===== config.mk =====
export PLATFORM = sky130hd
export DESIGN_NAME = wav_header_parser
export DESIGN_NICKNAME = d
export VERILOG_FILES = /design/src/hw/rtl/wavhp_pkg.sv /design/src/hw/rtl/wavhp_in_reg.sv /design/src/hw/rtl/wavhp_parse.sv /design/src/hw/rtl/wavhp_out_reg.sv /design/src/hw/rtl/wav_header_parser.sv
export SDC_FILE = /design/constraint.sdc
export NUM_CORES = 1
export LEC_CHECK = 0
export ABC_CLOCK_PERIOD_IN_PS = 27000
export BUFFER_PORTS_ARGS = -buffer_cell sky130_fd_sc_hd__buf_2
export CORE_MARGIN = 2
export CORE_UTILIZATION = 40
export DETAILED_ROUTE_END_ITERATION = 12
export HOLD_SLACK_MARGIN = 0.06
export MAX_ROUTING_LAYER = met4
export SYNTH_ARGS = -nofsm -noshare
export SYNTH_HDL_FRONTEND = slang
export SYNTH_SLANG_ARGS = --single-unit

===== constraint.sdc =====
create_clock -name aclk -period 27 [get_ports aclk]
set_input_delay 1.35 -clock aclk [delete_from_list [all_inputs] [get_ports aclk]]
set_output_delay 1.35 -clock aclk [all_outputs]
set_load 0.01 [all_outputs]

===== src/hw/rtl/wavhp_pkg.sv =====
// Shared types and constants for the WAV header parser.
package wavhp_pkg;

    // Chunk and form tags, read as little-endian 32-bit words.
    localparam logic [31:0] TAG_RIFF = 32'h4646_4952;
    localparam logic [31:0] TAG_WAVE = 32'h4556_4157;
    localparam logic [31:0] TAG_FMT  = 32'h2074_6d66;
    localparam logic [31:0] TAG_DATA = 32'h6174_6164;

    // Parse phase codes.
    localparam logic [3:0] PH_RIFF   = 4'd0;
    localparam logic [3:0] PH_RSIZE  = 4'd1;
    localparam logic [3:0] PH_WAVE   = 4'd2;
    localparam logic [3:0] PH_CTAG   = 4'd3;
    localparam logic [3:0] PH_CSIZE  = 4'd4;
    localparam logic [3:0] PH_FTAG   = 4'd5;
    localparam logic [3:0] PH_FCH    = 4'd6;
    localparam logic [3:0] PH_FRATE  = 4'd7;
    localparam logic [3:0] PH_FBRATE = 4'd8;
    localparam logic [3:0] PH_FBLOCK = 4'd9;
    localparam logic [3:0] PH_FBITS  = 4'd10;
    localparam logic [3:0] PH_SKIP   = 4'd11;
    localparam logic [3:0] PH_DONE   = 4'd12;

    // Result status codes.
    localparam logic [2:0] ST_OK       = 3'd0;
    localparam logic [2:0] ST_NO_RIFF  = 3'd1;
    localparam logic [2:0] ST_NO_WAVE  = 3'd2;
    localparam logic [2:0] ST_NOT_PCM  = 3'd3;
    localparam logic [2:0] ST_BAD_CHAN = 3'd4;

    // PCM format tag and largest accepted channel count.
    localparam logic [31:0] PCM_TAG  = 32'd1;
    localparam logic [31:0] MAX_CHAN = 32'd2;

    // Format codes.
    localparam logic [1:0] FC_MONO8   = 2'd0;
    localparam logic [1:0] FC_STEREO8 = 2'd2;

    // One result word.
    typedef struct packed {
        logic [2:0]  status;
        logic [15:0] channel_count;
        logic [15:0] sample_bits;
        logic [31:0] sample_rate;
        logic [31:0] data_bytes;
        logic [31:0] data_offset;
        logic [1:0]  format_code;
    } wavhp_result_t;

endpackage


===== src/hw/rtl/wavhp_in_reg.sv =====
// Input register stage that holds one accepted byte word for the parser.
module wavhp_in_reg
    import wavhp_pkg::*;
(
    input  logic       aclk,
    input  logic       aresetn,
    input  logic       s_valid,
    output logic       s_ready,
    input  logic [7:0] s_stream_byte,
    input  logic       s_file_start,
    input  logic       take,
    output logic       hold_valid,
    output logic [7:0] hold_byte,
    output logic       hold_start
);

    logic       valid_reg;
    logic [7:0] byte_reg;
    logic       start_reg;

    // The slot is free when empty or when the parser takes its word this cycle.
    assign s_ready = !valid_reg || take;

    // Valid flag.
    always_ff @(posedge aclk) begin
        if (!aresetn) begin
            valid_reg <= 1'b0;
        end else if (s_ready) begin
            valid_reg <= s_valid;
        end
    end

    // Payload.
    always_ff @(posedge aclk) begin
        if (s_valid && s_ready) begin
            byte_reg  <= s_stream_byte;
            start_reg <= s_file_start;
        end
    end

    assign hold_valid = valid_reg;
    assign hold_byte  = byte_reg;
    assign hold_start = start_reg;

endmodule


===== src/hw/rtl/wavhp_parse.sv =====
// Header parse state and the per-byte update logic.
module wavhp_parse
    import wavhp_pkg::*;
(
    input  logic          aclk,
    input  logic          aresetn,
    input  logic          hold_valid,
    input  logic [7:0]    hold_byte,
    input  logic          hold_start,
    input  logic          out_free,
    output logic          take,
    output logic          res_valid,
    output wavhp_result_t res
);

    logic [3:0]  phase_reg, phase_next;
    logic [2:0]  idx_reg, idx_next;
    logic [31:0] shift_reg, shift_next;
    logic [31:0] ctag_reg, ctag_next;
    logic [31:0] remain_reg, remain_next;
    logic [31:0] pos_reg, pos_next;
    logic [1:0]  seen_reg, seen_next;
    logic [15:0] chan_reg, chan_next;
    logic [15:0] bits_reg, bits_next;
    logic [31:0] rate_reg, rate_next;
    logic [31:0] dsize_reg, dsize_next;
    logic [31:0] doffs_reg, doffs_next;
    logic        emit;
    logic [2:0]  emit_status;

    // Next state for one byte; a file start clears everything first.
    always_comb begin
        logic [3:0]  cur_phase;
        logic [2:0]  cur_idx;
        logic [31:0] cur_shift;
        logic [31:0] cur_pos;
        logic [31:0] word_new;
        logic [2:0]  idx_inc;
        logic        len4;
        logic        field_done;
        logic [31:0] v;

        cur_phase   = hold_start ? PH_RIFF : phase_reg;
        cur_idx     = hold_start ? 3'd0 : idx_reg;
        cur_shift   = hold_start ? 32'd0 : shift_reg;
        cur_pos     = hold_start ? 32'd0 : pos_reg;
        ctag_next   = hold_start ? 32'd0 : ctag_reg;
        remain_next = hold_start ? 32'd0 : remain_reg;
        seen_next   = hold_start ? 2'd0 : seen_reg;
        chan_next   = hold_start ? 16'd0 : chan_reg;
        bits_next   = hold_start ? 16'd0 : bits_reg;
        rate_next   = hold_start ? 32'd0 : rate_reg;
        dsize_next  = hold_start ? 32'd0 : dsize_reg;
        doffs_next  = hold_start ? 32'd0 : doffs_reg;

        phase_next  = cur_phase;
        idx_next    = cur_idx;
        shift_next  = cur_shift;
        pos_next    = cur_pos + 32'd1;
        emit        = 1'b0;
        emit_status = ST_OK;

        word_new   = {hold_byte, cur_shift[31:8]};
        idx_inc    = cur_idx + 3'd1;
        len4       = !(cur_phase == PH_FTAG || cur_phase == PH_FCH ||
                       cur_phase == PH_FBLOCK || cur_phase == PH_FBITS);
        field_done = len4 ? idx_inc[2] : (|idx_inc[2:1]);
        v          = len4 ? word_new : {16'd0, word_new[31:16]};

        unique case (cur_phase) inside
            PH_DONE: begin
                phase_next = PH_DONE;
            end
            PH_SKIP: begin
                remain_next = remain_next - 32'd1;
                if (remain_next == 32'd0) begin
                    phase_next = PH_CTAG;
                end
            end
            [PH_RIFF:PH_FBITS]: begin
                shift_next = word_new;
                idx_next   = idx_inc;
                if (field_done) begin
                    idx_next = 3'd0;
                    unique case (cur_phase)
                        PH_RIFF: begin
                            if (v != TAG_RIFF) begin
                                emit        = 1'b1;
                                emit_status = ST_NO_RIFF;
                            end else begin
                                phase_next = PH_RSIZE;
                            end
                        end
                        PH_RSIZE: begin
                            phase_next = PH_WAVE;
                        end
                        PH_WAVE: begin
                            if (v != TAG_WAVE) begin
                                emit        = 1'b1;
                                emit_status = ST_NO_WAVE;
                            end else begin
                                phase_next = PH_CTAG;
                            end
                        end
                        PH_CTAG: begin
                            ctag_next  = v;
                            phase_next = PH_CSIZE;
                        end
                        PH_CSIZE: begin
                            if (ctag_next == TAG_FMT) begin
                                remain_next = (v >= 32'd16) ? v - 32'd16 : 32'd0;
                                phase_next  = PH_FTAG;
                            end else begin
                                if (ctag_next == TAG_DATA) begin
                                    dsize_next   = v;
                                    doffs_next   = cur_pos + 32'd1;
                                    seen_next[1] = 1'b1;
                                end
                                if (ctag_next == TAG_DATA && seen_next[0]) begin
                                    emit = 1'b1;
                                end else begin
                                    remain_next = v;
                                    phase_next  = (v != 32'd0) ? PH_SKIP : PH_CTAG;
                                end
                            end
                        end
                        PH_FTAG: begin
                            if (v != PCM_TAG) begin
                                emit        = 1'b1;
                                emit_status = ST_NOT_PCM;
                            end else begin
                                phase_next = PH_FCH;
                            end
                        end
                        PH_FCH: begin
                            chan_next = v[15:0];
                            if (v > MAX_CHAN) begin
                                emit        = 1'b1;
                                emit_status = ST_BAD_CHAN;
                            end else begin
                                phase_next = PH_FRATE;
                            end
                        end
                        PH_FRATE: begin
                            rate_next  = v;
                            phase_next = PH_FBRATE;
                        end
                        PH_FBRATE: begin
                            phase_next = PH_FBLOCK;
                        end
                        PH_FBLOCK: begin
                            phase_next = PH_FBITS;
                        end
                        default: begin
                            bits_next    = v[15:0];
                            seen_next[0] = 1'b1;
                            if (seen_next[1]) begin
                                emit = 1'b1;
                            end else begin
                                phase_next = (remain_next != 32'd0) ? PH_SKIP : PH_CTAG;
                            end
                        end
                    endcase
                    if (emit) begin
                        phase_next = PH_DONE;
                    end
                end
            end
            default: begin
                phase_next = PH_DONE;
            end
        endcase
    end

    // Result word built from the updated held values.
    always_comb begin
        logic eight_n;
        eight_n = (bits_next != 16'd8);
        res.status        = emit_status;
        res.channel_count = chan_next;
        res.sample_bits   = bits_next;
        res.sample_rate   = rate_next;
        res.data_bytes    = dsize_next;
        res.data_offset   = doffs_next;
        if (emit_status != ST_OK) begin
            res.format_code = FC_MONO8;
        end else if (chan_next == 16'd1) begin
            res.format_code = {1'b0, eight_n};
        end else begin
            res.format_code = FC_STEREO8 | {1'b0, eight_n};
        end
    end

    // A word without a result always moves; one with a result needs the output slot.
    assign res_valid = hold_valid && emit;
    assign take      = hold_valid && (out_free || !emit);

    // Parse state registers.
    always_ff @(posedge aclk) begin
        if (!aresetn) begin
            phase_reg  <= PH_RIFF;
            idx_reg    <= 3'd0;
            shift_reg  <= 32'd0;
            ctag_reg   <= 32'd0;
            remain_reg <= 32'd0;
            pos_reg    <= 32'd0;
            seen_reg   <= 2'd0;
            chan_reg   <= 16'd0;
            bits_reg   <= 16'd0;
            rate_reg   <= 32'd0;
            dsize_reg  <= 32'd0;
            doffs_reg  <= 32'd0;
        end else if (take) begin
            phase_reg  <= phase_next;
            idx_reg    <= idx_next;
            shift_reg  <= shift_next;
            ctag_reg   <= ctag_next;
            remain_reg <= remain_next;
            pos_reg    <= pos_next;
            seen_reg   <= seen_next;
            chan_reg   <= chan_next;
            bits_reg   <= bits_next;
            rate_reg   <= rate_next;
            dsize_reg  <= dsize_next;
            doffs_reg  <= doffs_next;
        end
    end

    // A delivered result parks the parser until the next file start.
    a_done_after_emit: assert property (@(posedge aclk) disable iff (!aresetn)
        take && res_valid |=> phase_reg == PH_DONE)
        else $error("parser not parked after result");

    // No second result for a file.
    a_no_result_when_done: assert property (@(posedge aclk) disable iff (!aresetn)
        hold_valid && !hold_start && phase_reg == PH_DONE |-> !res_valid)
        else $error("result emitted while parked");

    // The byte index never reaches the longest field length.
    a_idx_range: assert property (@(posedge aclk) disable iff (!aresetn)
        idx_reg[2] == 1'b0)
        else $error("field byte index out of range");

    // The file position advances by one for each byte taken within a file.
    a_pos_step: assert property (@(posedge aclk) disable iff (!aresetn)
        take && !hold_start |=> pos_reg == $past(pos_reg) + 32'd1)
        else $error("file position did not advance");

endmodule


===== src/hw/rtl/wavhp_out_reg.sv =====
// Output register that holds one result word until the consumer takes it.
module wavhp_out_reg
    import wavhp_pkg::*;
(
    input  logic          aclk,
    input  logic          aresetn,
    input  logic          res_valid,
    input  logic          take,
    input  wavhp_result_t res,
    output logic          out_free,
    output logic          m_valid,
    input  logic          m_ready,
    output wavhp_result_t m_res
);

    logic          valid_reg;
    wavhp_result_t data_reg;
    logic          load;

    assign out_free = !valid_reg || m_ready;
    assign load     = take && res_valid;

    // Valid flag.
    always_ff @(posedge aclk) begin
        if (!aresetn) begin
            valid_reg <= 1'b0;
        end else if (load) begin
            valid_reg <= 1'b1;
        end else if (m_ready) begin
            valid_reg <= 1'b0;
        end
    end

    // Result payload.
    always_ff @(posedge aclk) begin
        if (load) begin
            data_reg <= res;
        end
    end

    assign m_valid = valid_reg;
    assign m_res   = data_reg;

endmodule


===== src/hw/rtl/wav_header_parser.sv =====
// Top level of the RIFF/WAVE PCM header parser.
//
//  Channel | Direction | Word                        | Handshake
//  s_      | in        | stream_byte, file_start     | s_valid / s_ready
//  m_      | out       | status, format and data info | m_valid / m_ready
//
// One byte word is taken per cycle unless a byte that makes a result finds the
// result register full; the parse is combinational, so a result word passes the
// input register and then the result register on its way from s_ to m_.
// The rate is set by the per-byte update of the parse state registers.
// Reset (aresetn low at a clock edge) parks both stages empty and starts a file.
// While a result waits on m_ready, bytes that make no result still flow; a byte
// that makes a second result stalls the input until the first one is taken.
module wav_header_parser
    import wavhp_pkg::*;
(
    input  logic        aclk,
    input  logic        aresetn,
    input  logic        s_valid,
    output logic        s_ready,
    input  logic [7:0]  s_stream_byte,
    input  logic        s_file_start,
    output logic        m_valid,
    input  logic        m_ready,
    output logic [2:0]  m_status,
    output logic [15:0] m_channel_count,
    output logic [15:0] m_sample_bits,
    output logic [31:0] m_sample_rate,
    output logic [31:0] m_data_bytes,
    output logic [31:0] m_data_offset,
    output logic [1:0]  m_format_code
);

    logic          hold_valid;
    logic [7:0]    hold_byte;
    logic          hold_start;
    logic          take;
    logic          out_free;
    logic          res_valid;
    wavhp_result_t res;
    wavhp_result_t m_res;

    // Input register.
    wavhp_in_reg u_in (
        .aclk          (aclk),
        .aresetn       (aresetn),
        .s_valid       (s_valid),
        .s_ready       (s_ready),
        .s_stream_byte (s_stream_byte),
        .s_file_start  (s_file_start),
        .take          (take),
        .hold_valid    (hold_valid),
        .hold_byte     (hold_byte),
        .hold_start    (hold_start)
    );

    // Parse logic and header state.
    wavhp_parse u_parse (
        .aclk       (aclk),
        .aresetn    (aresetn),
        .hold_valid (hold_valid),
        .hold_byte  (hold_byte),
        .hold_start (hold_start),
        .out_free   (out_free),
        .take       (take),
        .res_valid  (res_valid),
        .res        (res)
    );

    // Result register.
    wavhp_out_reg u_out (
        .aclk      (aclk),
        .aresetn   (aresetn),
        .res_valid (res_valid),
        .take      (take),
        .res       (res),
        .out_free  (out_free),
        .m_valid   (m_valid),
        .m_ready   (m_ready),
        .m_res     (m_res)
    );

    assign m_status        = m_res.status;
    assign m_channel_count = m_res.channel_count;
    assign m_sample_bits   = m_res.sample_bits;
    assign m_sample_rate   = m_res.sample_rate;
    assign m_data_bytes    = m_res.data_bytes;
    assign m_data_offset   = m_res.data_offset;
    assign m_format_code   = m_res.format_code;

endmodule


==> impl_metrics.py, run 1 <==
metrics = {
    "placement": {
        "dp.cells": 3074,
        "portBuffers": 147,
        "globalplace.congestion": 0.9916,
        "dp_hpwl_mm": 48.45,
        "dpl_worst_slack_ns": 19.73,
    },
    "clock_tree": {
        "cts.clk_slew.worst_paths_ns": 0.06,
        "htree_levels": 2,
        "postCtsHoldBufs": 0,
        "postCtsSetupBuffers": 0,
        "cts_tree": "done",
        "cts_max_path_buffers": 3,
        "cts_root_buf": "clkbuf_16",
        "worstSkewPairLatency_ns": 0.59,
        "cts_buffers": 45,
        "cts_resized": 0,
        "clock-sinks": 401,
    },
    "finish": {
        "final_common_cell": "nor2_1",
        "final_cell_mix": "nor2_1 (277), dfxtp_1 (259), nand2_1 (258), a21oi_1 (213), o21ai_0 (168)",
        "regArea_um2": 9449,
        "fill_cells": 4988,
        "largest_reg_flops": 133,
        "drive_gt1_share_pct": 11.99,
        "syn2layout_area_growth_pct": 12.68,
        "instances_no_fill": 3159,
        "multiInputGateArea_um2": 10020,
        "finalNetCount": 2468,
    },
    "grt": {
        "overflow": 0,
        "grt_max_degree": 211,
        "grt.total_usage_pct": 27.26,
        "antenna_found_initial": 2,
        "grt_pass1_vias": 17938,
        "grt_pass1_wl_mm": 109.6,
    },
    "worst_hold_path": {
        "hp-class": "register to register",
        "hold_end": "u_parse.doffs_reg[14]",
        "min_from": "u_parse.doffs_reg[14]",
        "holdPathStages": 2,
    },
    "timing": {
        "skew_ns": 0.02220,
        "tightest_slew_ns": 1.297,
        "max_freq_mhz": 137.2,
        "period_needed_ns": 7.290,
        "fin_tns_setup_ns": 0,
        "hold_ws_ns": 0.4539,
        "slew_viol_final": 0,
        "fin_crit_sh_pct": 27.00,
        "finalSetupViolCount": 0,
        "rsz0062_at_grt": "false",
        "slew_headroom_pct": 13.52,
        "hold_violations": 0,
        "fin_ws_ns": 19.71,
    },
    "power_and_ir_drop": {
        "powerDensity_nw_per_um2": 59.98,
        "p_leak_uw": 0.007976,
        "vdd_ir_drop_max_uv": 43.53,
    },
    "setup_path": {
        "reg2reg_setup_slack_ns": 19.81,
        "worst-setup-path-type": "register to primary output",
        "start_kind": "register",
        "worstSetupEndpointType": "primary output",
        "timing.rr.start": "u_parse.phase_reg[3]",
        "r2r_cells": 16,
        "startpoint": "u_parse.phase_reg[3]",
        "worstPathRequired_ns": 25.65,
        "cp_max_fo": 19,
        "timing.rr.end": "u_out.m_res[91]",
        "arrival_ns": 5.94,
    },
    "route": {
        "wl_per_cell_um": 22.85,
        "firstDrtPassIters": 6,
        "wirelength_mm": 72.17,
        "first_iter_violations": 2204,
        "drcViolationCount": 0,
        "dr_total_vias": 19399,
        "ant_nets": 0,
        "viasPerCell": 6.141,
    },
    "run": {
        "maxCapViolCount": 0,
    },
    "synth": {
        "ys.flop_type": "dfxtp_1",
        "synthCells": 2424,
        "async_flop_share_pct": 0,
        "yosys_warnings": 0,
        "synth_seq_cells": 401,
        "synth_cell_types": 79,
        "syn_nets": 2443,
        "syn_area_um2": 20460,
        "avgSynthCellArea_um2": 8.439,
        "yosysSeqAreaShare_pct": 46.19,
        "synth_edf_count": 142,
    },
    "floorplan": {
        "die_w_um": 230.1,
        "die_y_um": 230.1,
        "fp.dieArea_um2": 52970,
        "start_util_pct": 40.69,
        "ios": 148,
        "num_rows": 82,
        "core_area_um2": 50270,
    },
    "status": {
        "run_status": "finished, final reports clean",
    },
}
## critical path, cell delays in order, from the launching register on
cell and delay (ns):
dfxtp_1 0.76, xnor2_2 0.36, nor2_1 0.87, nand2_1 0.11, a21oi_1 0.64, inv_1 0.17, ha_1 0.27, nand2b_1 0.13
o22ai_1 0.10, mux2_2 0.29, a2111o_1 0.47, a211oi_2 0.48, a21oi_1 0.24, and4_1 0.27, inv_1 0.05, buf_2 0.12
## power breakdown
| part | switching, uW | total [uW] | internal (uW) |
|---|---|---|---|
| combinational | 83.1 | 118 | 34.7 |
| sequential | 14.3 | 649 | 635 |
| clock | 260 | 615 | 355 |
## Yosys cell counts (all sizes together), types with 7 or more instances
library cell	instances	area, um^2
and3	20	125.1
o31ai	10	75.07
o22ai	20	125.1
a21oi	215	1076
nor3b	9	67.56
o21ai	171	855.8
dfxtp	259	5185
edfxtp	142	4264
a21o	15	112.6
a22oi	7	52.55
o21a	15	112.6
o32ai	7	61.31
nand3	106	530.5
inv	38	142.6
nor4	37	250.2
mux2i	15	150.1
nor2	279	1047
xnor2	20	190.2
nor3	100	505.5
and2	17	106.4
a22o	22	192.7
nand2	259	972.2
xor2	13	113.9
buf	61	331.6
a32o	23	230.2
nand4b	14	122.6
a211oi	46	350.3
o211ai	9	72.57
a31oi	24	150.1
nor4bb	7	70.07
nand2b	33	206.5
nor4b	9	78.83
nand4	41	256.5
clkbuf	154	578.1
or3	30	187.7
a311oi	15	131.4
or4	17	131.4
o221ai	8	70.07
nor2b	27	168.9
o211a	29	290.3
## per-stage QoR
step / area (um^2) / utilization (%) / total power, uW
3_3_place_gp: 21560 / 42.88 / 775.4
3_5_place_dp: 21560 / 42.88 / 777.7
4_1_cts: 23050 / 45.85 / 1391
2_1_floorplan: 20460 / - / 739.2
5_1_grt: 23050 / 45.85 / 1429
6_report: 23050 / 45.85 / 1383
## worst max-delay path by stage
stage,end,depth (start not counted)
5_1_grt,u_out.m_res[91],16
3_5_place_dp,u_out.m_res[62],16
2_1_floorplan,u_out.m_res[0],20
6_report,s_ready,15
4_1_cts,u_out.m_res[91],16
3_3_place_gp,u_out.m_res[62],16
## final cells by class
class	count	share of cell area [%]
multi-input cells	1770	43.49
repair buffers	193	4.744
clock inverters	24	0.9390
flip-flops and latches	401	40.99
inverters	38	0.6513
diodes	1	0.01086
well taps	672	3.647
clock buffers	60	5.531
## per-layer routing
metal  routed length [um]  track usage (%)
met1                32070            37.57
met2                32450            41.27
met3                 5244            4.105
met4                 2404            8.427
met5                    0                -
## cells by family after synthesis
logic type	after synthesis	synth area share, %
AO/OA/AOI/OAI	687	21.52
XOR/XNOR	33	1.486
adder cells (fa/ha/maj)	6	0.3670
buffers and inverters	253	5.144
flip-flops	401	46.19
multiplexers	17	0.8440
AND/OR/NAND/NOR	1027	24.45
Note: power is estimated with default switching activity, not from simulation.
==> inputs of run 2 (changes only) <==
Settings changed: ABC_CLOCK_PERIOD_IN_PS 27000 to 7600.
Clock period 27 ns to 7.6 ns, I/O delays scaled along.
==> impl_metrics.py, run 2 (synthesized netlist as in run 1, its figures left out) <==
metrics = {
    "route": {
        "ant_nets": 0,
        "firstDrtPassIters": 6,
        "drcViolationCount": 0,
        "viasPerCell": 6.145,
        "wl_per_cell_um": 23.09,
        "dr_total_vias": 19499,
        "wirelength_mm": 73.26,
        "first_iter_violations": 2130,
    },
    "timing": {
        "max_freq_mhz": 160.1,
        "period_needed_ns": 6.248,
        "rsz0062_at_grt": "false",
        "fin_crit_sh_pct": 82.21,
        "tightest_slew_ns": 1.236,
        "hold_violations": 0,
        "skew_ns": 0.01566,
        "slew_headroom_pct": 15.23,
        "fin_ws_ns": 1.352,
        "finalSetupViolCount": 0,
        "fin_tns_setup_ns": 0,
        "slew_viol_final": 0,
    },
    "placement": {
        "placed_cell_area_um2": 21610,
        "globalplace.congestion": 0.9867,
        "portBuffers": 147,
        "dp.cells": 3077,
        "dp_hpwl_mm": 49.35,
        "dpl_worst_slack_ns": 1.538,
    },
    "finish": {
        "final_common_cell": "nor2_1",
        "syn2layout_area_growth_pct": 13.49,
        "instances_no_fill": 3173,
        "drive_gt1_share_pct": 11.84,
        "largest_reg_flops": 133,
        "final_cell_mix": "nor2_1 (277), dfxtp_1 (259), nand2_1 (258), a21oi_1 (213), o21ai_0 (168)",
        "fin_area_um2": 23220,
        "fill_cells": 4897,
        "finalNetCount": 2481,
    },
    "clock_tree": {
        "htree_levels": 2,
        "cts_tree": "done",
        "cts.clk_slew.worst_paths_ns": 0.06,
        "worstSkewPairLatency_ns": 0.59,
        "cts_max_path_buffers": 3,
        "cts_root_buf": "clkbuf_16",
        "postCtsSetupBuffers": 0,
        "clock-sinks": 401,
        "cts_buffers": 45,
    },
    "floorplan": {
        "ios": 148,
        "die_w_um": 230.1,
        "fp.dieArea_um2": 52970,
        "start_util_pct": 40.69,
        "num_rows": 82,
        "die_y_um": 230.1,
        "core_area_um2": 50270,
    },
    "setup_path": {
        "reg2reg_setup_slack_ns": 1.35,
        "r2r_cells": 15,
        "worst-setup-path-type": "register to register",
        "start_kind": "register",
        "startpoint": "u_parse.phase_reg[3]",
        "cp_max_fo": 42,
        "worstPathRequired_ns": 8.12,
        "timing.rr.end": "u_parse.ctag_reg[19]",
        "timing.rr.start": "u_parse.phase_reg[3]",
        "arrival_ns": 6.77,
        "worstSetupEndpointType": "register",
    },
    "worst_hold_path": {
        "hold_end": "u_out.m_valid",
        "holdPathStages": 3,
        "min_from": "m_ready",
        "hp-class": "input pin to register",
    },
    "grt": {
        "grt_max_degree": 121,
        "grt_pass1_wl_mm": 111.1,
        "grt.total_usage_pct": 27.79,
        "overflow": 0,
        "antenna_found_initial": 3,
        "grt_pass1_vias": 17919,
    },
    "run": {
        "maxCapViolCount": 0,
    },
    "power_and_ir_drop": {
        "vdd_ir_drop_max_uv": 186.0,
        "powerDensity_nw_per_um2": 214.0,
        "p_leak_uw": 0.008000,
    },
    "status": {
        "run_status": "finished, final reports clean",
    },
}
==> run 2: cell types whose count changed in the layout (fill, tap and decap cells not counted), sizes merged <==
cell and change:
diode +1, buf +3, clkinvlp -2, clkbuf -1, bufinv +3, dlygate4sd3 +10
==> run 2: where the power goes <==
group	switching (uW)	internal (uW)	total, uW
combinational	294	126	420
sequential	55.4	2260	2310
clock	926	1310	2240
total	1280	3690	4970
==> run 2: what timing repair did <==
action,CTS,global route
hold buffers,10,0
resized for setup,0,0
hold endpoints to repair,10,0
==> run 2: per-stage QoR <==
stage          util, %  hold WS [ns]  total power [uW]
3_5_place_dp     42.98        0.4469              2762
4_1_cts          46.17        0.1436              5004
3_3_place_gp     42.98        0.4371              2755
5_1_grt          46.18        0.1805              5135
2_1_floorplan        -        0.4273              2626
6_report         46.18        0.1730              4969
==> run 2: how the worst max path moves through the flow <==
stage	end	slack [ns]
6_report	u_parse.ctag_reg[19]	1.35
5_1_grt	u_parse.ctag_reg[26]	1.03
4_1_cts	u_parse.ctag_reg[26]	1.50
3_5_place_dp	u_parse.ctag_reg[14]	1.54
3_3_place_gp	u_parse.ctag_reg[16]	1.80
2_1_floorplan	u_out.m_res[0]	0.79
==> run 2: per-layer routing <==
| metal | track usage [%] | part of all wire [%] | up-vias |
|---|---|---|---|
| li1 | - | - | 8963 |
| met4 | 11.71 | 4.2 | 0 |
| met3 | 5.382 | 7.9 | 169 |
| met1 | 37.17 | 44 | 9487 |
| met5 | - | 0 | - |
| met2 | 41.05 | 44 | 880 |
==> run 2: area by class of cell <==
type,count,area [um^2],share of cell area (%)
diodes,2,5.005,0.02156
clock buffers,59,1219,5.249
clock inverters,25,286.5,1.234
inverters,38,150.1,0.6467
multi-input cells,1770,10020,43.18
flip-flops and latches,401,9449,40.70
well taps,672,840.8,3.622
repair buffers,206,1241,5.346
==> run 2: critical path: stages, from the launching register on <==
cell	delay [ns]
dfxtp_1	0.74
xnor2_2	0.35
nor2_1	0.17
buf_4	0.23
nand2_1	0.07
a21oi_1	0.65
inv_1	0.19
ha_1	0.28
nand2b_1	0.15
o21ai_0	0.12
mux2_2	0.28
a2111o_1	0.47
a211oi_2	0.50
o211a_4	0.61
and3_1	1.03
a32o_1	0.29
==> inputs of run 3 (changes only) <==
Settings changed: ABC_CLOCK_PERIOD_IN_PS 7600 to 6300.
Clock period 7.6 ns to 6.3 ns, I/O delays scaled along.
==> impl_metrics.py, run 3 (synthesized netlist as in run 1, its figures left out) <==
metrics = {
    "status": {
        "run_status": "finished, final reports clean",
    },
    "timing": {
        "max_freq_mhz": 181.4,
        "fin_tns_setup_ns": 0,
        "finalSetupViolCount": 0,
        "tightest_slew_ns": 1.249,
        "period_needed_ns": 5.514,
        "rsz0062_at_grt": "false",
        "fin_crit_sh_pct": 87.52,
        "slew_headroom_pct": 16.18,
        "slew_viol_final": 0,
        "skew_ns": 0.01353,
        "hold_violations": 0,
    },
    "setup_path": {
        "cp_max_fo": 21,
        "start_kind": "register",
        "worstPathRequired_ns": 5.98,
        "cpPeakStageDelay_ns": 0.66,
        "crit_chain": "xnor2_2, o21ai_0, a21oi_1, inv_1, ha_1, nand2b_1, o22ai_1, mux2_2, a2111o_1, a211oi_2, a21oi_1, and4_1, inv_1, buf_2",
        "worst-setup-path-type": "register to primary output",
        "slowest_stage": "xnor2_2",
        "worstSetupEndpointType": "primary output",
        "arrival_ns": 5.20,
    },
    "finish": {
        "final_cell_mix": "nor2_1 (277), dfxtp_1 (259), nand2_1 (258), a21oi_1 (214), o21ai_0 (168)",
        "drive_gt1_share_pct": 12.48,
        "final_common_cell": "nor2_1",
        "syn2layout_area_growth_pct": 14.13,
        "instances_no_fill": 3192,
        "fin_area_um2": 23350,
        "finalNetCount": 2499,
        "regArea_um2": 9449,
        "largest_reg_flops": 133,
        "final_util_pct": 46.44,
        "multiInputGateArea_um2": 10030,
        "fill_cells": 4859,
    },
    "clock_tree": {
        "cts_resized": 0,
        "cts_tree": "done",
        "worstSkewPairLatency_ns": 0.59,
        "clock-sinks": 401,
        "cts.clk_slew.worst_paths_ns": 0.06,
        "cts_max_path_buffers": 3,
        "cts_buffers": 45,
        "cts_root_buf": "clkbuf_16",
        "postCtsSetupBuffers": 0,
        "postCtsHoldBufs": 10,
        "htree_levels": 2,
    },
    "floorplan": {
        "start_util_pct": 40.69,
        "core_area_um2": 50270,
        "fp.dieArea_um2": 52970,
        "ios": 148,
        "die_y_um": 230.1,
        "die_w_um": 230.1,
        "num_rows": 82,
    },
    "run": {
        "maxCapViolCount": 0,
    },
    "grt": {
        "grt_max_degree": 169,
        "antenna_found_initial": 2,
        "grt_pass1_wl_mm": 112.6,
        "grt_pass1_vias": 18191,
        "grt.total_usage_pct": 28.18,
        "overflow": 0,
    },
    "placement": {
        "dp_hpwl_mm": 50.24,
        "placed_cell_area_um2": 21790,
        "dp.cells": 3095,
        "portBuffers": 147,
        "globalplace.congestion": 0.9972,
    },
    "power_and_ir_drop": {
        "total_power_uw": 5920,
        "p_leak_uw": 0.008120,
        "powerDensity_nw_per_um2": 253.6,
        "vdd_ir_drop_max_uv": 177.1,
    },
    "route": {
        "ant_nets": 0,
        "dr_total_vias": 19522,
        "wl_per_cell_um": 23.30,
        "first_iter_violations": 2459,
        "viasPerCell": 6.116,
        "drcViolationCount": 0,
        "wirelength_mm": 74.37,
        "firstDrtPassIters": 9,
    },
    "worst_hold_path": {
        "hp-class": "input pin to register",
    },
}
run 3: final cells by class:
cell class | count | share of cell area [%]
antenna | 3 | 0.03215
clock inverter | 28 | 1.206
multi-input combinational | 1770 | 42.94
inverter | 38 | 0.6431
timing repair buffer | 224 | 6.109
tap | 672 | 3.601
sequential | 401 | 40.47
clock buffer | 56 | 5.000
run 3: worst max-delay path, delay by kind of cell (launching register included):
family	cells	cell delay (ns)
compound gates	6	2.02
fa+ha+maj	1	0.25
simple gates	2	0.43
flops	1	0.56
xor+xnor	1	0.66
mux	1	0.29
buf+inv	3	0.39
run 3: worst paths after layout:
path / start / endpoint / slack (ns) / cells after the start
setup / recovery: u_parse.phase_reg[1] / s_ready / 0.79 / 14
hold reg to reg: u_parse.doffs_reg[8] / u_parse.doffs_reg[8] / 0.45 / 2
setup reg to reg: u_parse.phase_reg[1] / u_parse.remain_reg[8] / 0.89 / 14
hold / removal: m_ready / u_out.m_valid / 0.11 / 3
run 3: layer usage:
metal	up-vias	global-route usage, %	routed length [um]
met5	-	-	0
met4	0	11.81	3221
met3	168	4.030	5723
met2	861	42.13	32850
met1	9500	38.19	32580
li1	8993	-	-
run 3: power breakdown:
part	internal (uW)	total (uW)	switching (uW)
Sequential	2720	2780	58.4
Clock	1490	2610	1120
Combinational	161	527	366
run 3: stage by stage:
stage	hold WS, ns	setup slack (ns)
floorplan	0.4139	0.01559
global placement	0.4338	1.129
detailed placement	0.4469	1.038
CTS	0.08488	0.8770
global route	0.1099	0.3897
finish	0.1074	0.7863
